## src/hw/rtl/lso_pkg.sv

```systemverilog
`timescale 1ns / 1ps
// ----------------------------------------------------------------------------
// lso_pkg
// types and codes of the latency statistics block
// ----------------------------------------------------------------------------
package lso_pkg;

    localparam logic [1:0] OP_ADD  = 2'd0;
    localparam logic [1:0] OP_SUM  = 2'd1;
    localparam logic [1:0] OP_SLOT = 2'd2;
    localparam logic [1:0] OP_NOP  = 2'd3;

    localparam int         CFG_W     = 4;
    localparam logic [3:0] CAP_RESET = 4'd8;

    typedef struct packed {
        logic [1:0]  op;
        logic [3:0]  entity;
        logic [31:0] latency;
        logic [63:0] tag;
        logic [31:0] height;
        logic        which_list;
        logic [2:0]  slot;
    } lso_req_t;

    typedef struct packed {
        logic        found;
        logic [31:0] sample_count;
        logic [31:0] min_latency;
        logic [31:0] mean_latency;
        logic [31:0] max_latency;
        logic [31:0] entry_time;
        logic [63:0] entry_tag;
        logic [31:0] entry_height;
        logic [3:0]  list_fill;
    } lso_rsp_t;

    typedef struct packed {
        logic [31:0] cnt;
        logic [31:0] lo;
        logic [31:0] mean;
        logic [31:0] hi;
    } lso_stat_t;

    typedef struct packed {
        logic [31:0] etime;
        logic [63:0] etag;
        logic [31:0] eheight;
    } lso_entry_t;

    typedef struct packed {
        logic        start;
        logic [31:0] dividend;
        logic [31:0] divisor;
    } lso_div_cmd_t;

endpackage

```

## src/hw/rtl/lso_div.sv

```systemverilog
`timescale 1ns / 1ps
// ----------------------------------------------------------------------------
// lso_div
// unsigned 32-bit restoring divider, one quotient bit per cycle
// ----------------------------------------------------------------------------
module lso_div
    import lso_pkg::*;
(
    input  logic         clk,
    input  logic         rst_n,
    input  lso_div_cmd_t cmd,
    output logic         done,
    output logic [31:0]  quotient
);

    logic        busy_reg, busy_next;
    logic        done_reg, done_next;
    logic [5:0]  cnt_reg, cnt_next;
    logic [31:0] rem_reg, rem_next;
    logic [31:0] quo_reg, quo_next;
    logic [31:0] dsr_reg, dsr_next;
    logic [32:0] shifted;

    always_comb
    begin
        busy_next = busy_reg;
        done_next = 1'b0;
        cnt_next  = cnt_reg;
        rem_next  = rem_reg;
        quo_next  = quo_reg;
        dsr_next  = dsr_reg;
        shifted   = {rem_reg, quo_reg[31]};
        if (cmd.start)
        begin
            busy_next = 1'b1;
            cnt_next  = 6'd32;
            rem_next  = '0;
            quo_next  = cmd.dividend;
            dsr_next  = cmd.divisor;
        end
        else if (busy_reg)
        begin
            // the remainder stays below the divisor, so 32 bits hold it
            if (shifted >= {1'b0, dsr_reg})
            begin
                rem_next = 32'(shifted - {1'b0, dsr_reg});
                quo_next = {quo_reg[30:0], 1'b1};
            end
            else
            begin
                rem_next = shifted[31:0];
                quo_next = {quo_reg[30:0], 1'b0};
            end
            cnt_next = cnt_reg - 6'd1;
            if (cnt_reg == 6'd1)
            begin
                busy_next = 1'b0;
                done_next = 1'b1;
            end
        end
    end

    always_ff @(posedge clk or negedge rst_n)
    begin
        if (!rst_n)
        begin
            busy_reg <= 1'b0;
            done_reg <= 1'b0;
            cnt_reg  <= '0;
        end
        else
        begin
            busy_reg <= busy_next;
            done_reg <= done_next;
            cnt_reg  <= cnt_next;
        end
    end

    always_ff @(posedge clk)
    begin
        rem_reg <= rem_next;
        quo_reg <= quo_next;
        dsr_reg <= dsr_next;
    end

    assign done     = done_reg;
    assign quotient = quo_reg;

endmodule

```

## config.mk

```make
export PLATFORM = sky130hd
export DESIGN_NAME = lso_div
export DESIGN_NICKNAME = d
export VERILOG_FILES = /design/src/hw/rtl/lso_pkg.sv /design/src/hw/rtl/lso_div.sv
export SDC_FILE = /design/constraint.sdc
export NUM_CORES = 1
export LEC_CHECK = 0
export ABC_AREA = 0
export BUFFER_PORTS_ARGS = -buffer_cell sky130_fd_sc_hd__buf_2
export CAP_MARGIN = 20
export CORE_MARGIN = 5
export CORE_UTILIZATION = 56
export DETAILED_ROUTE_END_ITERATION = 10
export GPL_ROUTABILITY_DRIVEN = 1
export HOLD_SLACK_MARGIN = 0.06
export PLACE_DENSITY = 0.79
export RECOVER_POWER = 25
export SLEW_MARGIN = 20
export SYNTH_ARGS = -nofsm -noshare
export SYNTH_HDL_FRONTEND = slang
export SYNTH_SLANG_ARGS = --single-unit
```

## constraint.sdc

```tcl
create_clock -name clk -period 6.1 [get_ports clk]
set_clock_uncertainty 0.1 [all_clocks]
set_input_delay 0.915 -clock clk [delete_from_list [all_inputs] [get_ports clk]]
set_output_delay 0.915 -clock clk [all_outputs]
set_load 0.05 [all_outputs]
```

==> out/summary.txt <==
Pin count of the biggest net entering global routing: 73
Top FF cell, synth: edfxtp_1
CTS clk-pin slew, worst paths: 100 ps
Final instance area: 6778 um2
Initial DRT Pass Iterations: 5
Top cells by count, synth: 89 x nand2_1, 64 x edfxtp_1, 57 x nor2_1
Die height: 113.9 um
Synth area leaders: edfxtp_1 32%, dfxtp_1 11%, ha_1 7.0%, mux2_2 6.0%, nand2_1 5.5%
Final setup TNS: 0 ps
Count leader, synth: nand2_1
DRT antenna net count: 0
Post-synth top area cell: edfxtp_1
Clk pwr share: 14.7%
Peak VDD IR: 253.9 uV
Worst setup startpoint: cmd[64]
Net Sw Power: 1.290 mW
Crit path time final: 3855 ps
Initial antenna violation count: 0
Net Count, Synth: 724
PostCTS Resize Cnt: 0
Remaining DRCs: 0
Crit path required time: 6140 ps
DR vias: 4728
Wire length per cell: 15.63 um
First-pass GRT wire length: 22190 um
Number of vias per cell: 5.609
Placed Cells incl. Taps: 827
Cell row count: 38
Post-CTS setup buffers: 0
Int Pwr: 1.672 mW
Final setup vio count: 0
HP Class: in2async
Finished Layout Cells: 843
Detailed placement HPWL: 9741 um
CTS Hold Bufs: 0
Worst-Margin Slew: 2461 ps
Netlist cell types: 55
H-tree levels: 3
Final hold vios: 0
Crit start category: primary input
LEAKAGE: 2.911 nW
Status: complete, but fails checks
Power, Total: 2.962 mW
Clk sinks: 104
Clock insertion delay at the later pin of the skew report: 380 ps
Worst slack, placed: 2627 ps
Failing checks: max-capacitance violations, max-slew violations
Critical Path End Type: flop
Total GRT Usage: 20.89%
Slew headroom: -64.08%
CP arrival: 3890 ps
Clock root cell: clkbuf_8
R2r startpoint: dsr_reg[1]
Crit path kind: in2reg
Switching Share: 43.54%
Crit share post-route: 63.19%
CTS max path bufs: 2
Final worst slack: 2245 ps
Core ar.: 10700 um2
Share of layout cells above drive strength 1: 21.91%
CTS buffer count: 9
Initial Utilization: 56.50%
Max-cap violations: 2
Placed Instance Area: 6589 um2
Logic pwr share: 50.1%
Number of synthesized flops with an enable pin: 64
Max frequency: 259.4 MHz
First-iteration detailed-routing DRC count: 292
Unrepaired setup endpoints after global routing: false
Die Area: 12970 um2
Share of the synthesized area in the top cell type: 31.79%
Vias in the first global route: 4686
PwrDens: 437.0 nW/um2
Fillers: 900
DIE WIDTH: 113.9 um
Top Ports: 100
Cells after synthesis: 622
RD Place Congestion: 0.9025
Ant diodes: 0
Avg Cell Area, Syn: 9.718 um2
FF+latch count, synth: 104
Reg power frac: 35.2%
Crit path max fanout: 56
CTS tree: yes
Final Net Count: 800
Synthesis-to-finish area growth: 12.13%
Total wire length: 13180 um
Sequential share of the synthesized area: 45.70%
Port bufs: 99
Synth Cell Area: 6045 um2
Asr flop ratio synth: 7.692%
Slew Viols, Final: 125
Overflow left after global routing: 0
YS warnings: 0
==> cells in the final DEF, fill, tap and decap left out, types with 24 or more instances in the layout <==
cell,n
buf_2,97
nand2_1,89
edfxtp_1,64
nor2_1,57
inv_1,42
a21oi_1,38
ha_1,34
mux2_2,32
dfxtp_1,32
a311oi_1,24
==> power groups by stage <==
stage          Combinational [mW]  Sequential, mW  Clock (mW)
5_1_grt                      1.65            1.06       0.482
4_1_cts                      1.48            1.04       0.448
6_report                     1.49            1.04       0.434
2_1_floorplan                1.08            1.14           0
3_3_place_gp                 1.44            1.05           0
3_5_place_dp                 1.48            1.05           0
==> path summary, 6_finish.rpt <==
path	endpoint	slack, ps	cells after the start
setup / recovery	quotient[26]	2250	3
hold / removal	cnt_reg[4]	330	1
setup reg to reg	rem_reg[24]	2640	10
hold reg to reg	rem_reg[1]	400	2
max in group asynchronous	cnt_reg[1]	5260	1
min in group clk	rem_reg[1]	400	2
==> area by class of cell <==
class / instances / area, um2 / share of cell area (%)
clock inverters: 6 / 67.56 / 0.9969
well taps: 140 / 175.2 / 2.584
clock buffers: 10 / 127.6 / 1.883
flip-flops and latches: 104 / 2763 / 40.76
multi-input cells: 440 / 2972 / 43.84
inverters: 42 / 157.7 / 2.326
repair buffers: 101 / 515.5 / 7.606
==> critical path, cell delays in order <==
cell      delay [ps]
clkbuf_1        1710
buf_4            780
mux2_2           410
==> routing by layer <==
metal  vias to the layer above  global-route usage, %  share of wire, %
li1                       2375                      -                 -
met3                        18                  6.525               6.9
met1                      2210                  26.68                45
met4                         0                  6.255               1.5
met2                       125                  34.24                47
met5                         -                      0                 0
==> metrics by stage <==
step                utilization, %  hold slack [ps]
floorplan                        -            363.7
global placement             61.45            378.3
detailed placement           61.59            389.3
CTS                          63.42            242.4
global route                 63.36            355.3
finish                       63.36            334.1
==> cell families after synthesis <==
family                   Yosys count  synth area share, %
multiplexers                      35                6.458
AND/OR/NAND/NOR                  198                14.61
buffers and inverters             78                5.134
flip-flops                       104                45.70
XOR/XNOR                          31                4.492
AO/OA/AOI/OAI                    141                16.23
adder cells (fa/ha/maj)           35                7.369
(Power assumes the default switching activity.)
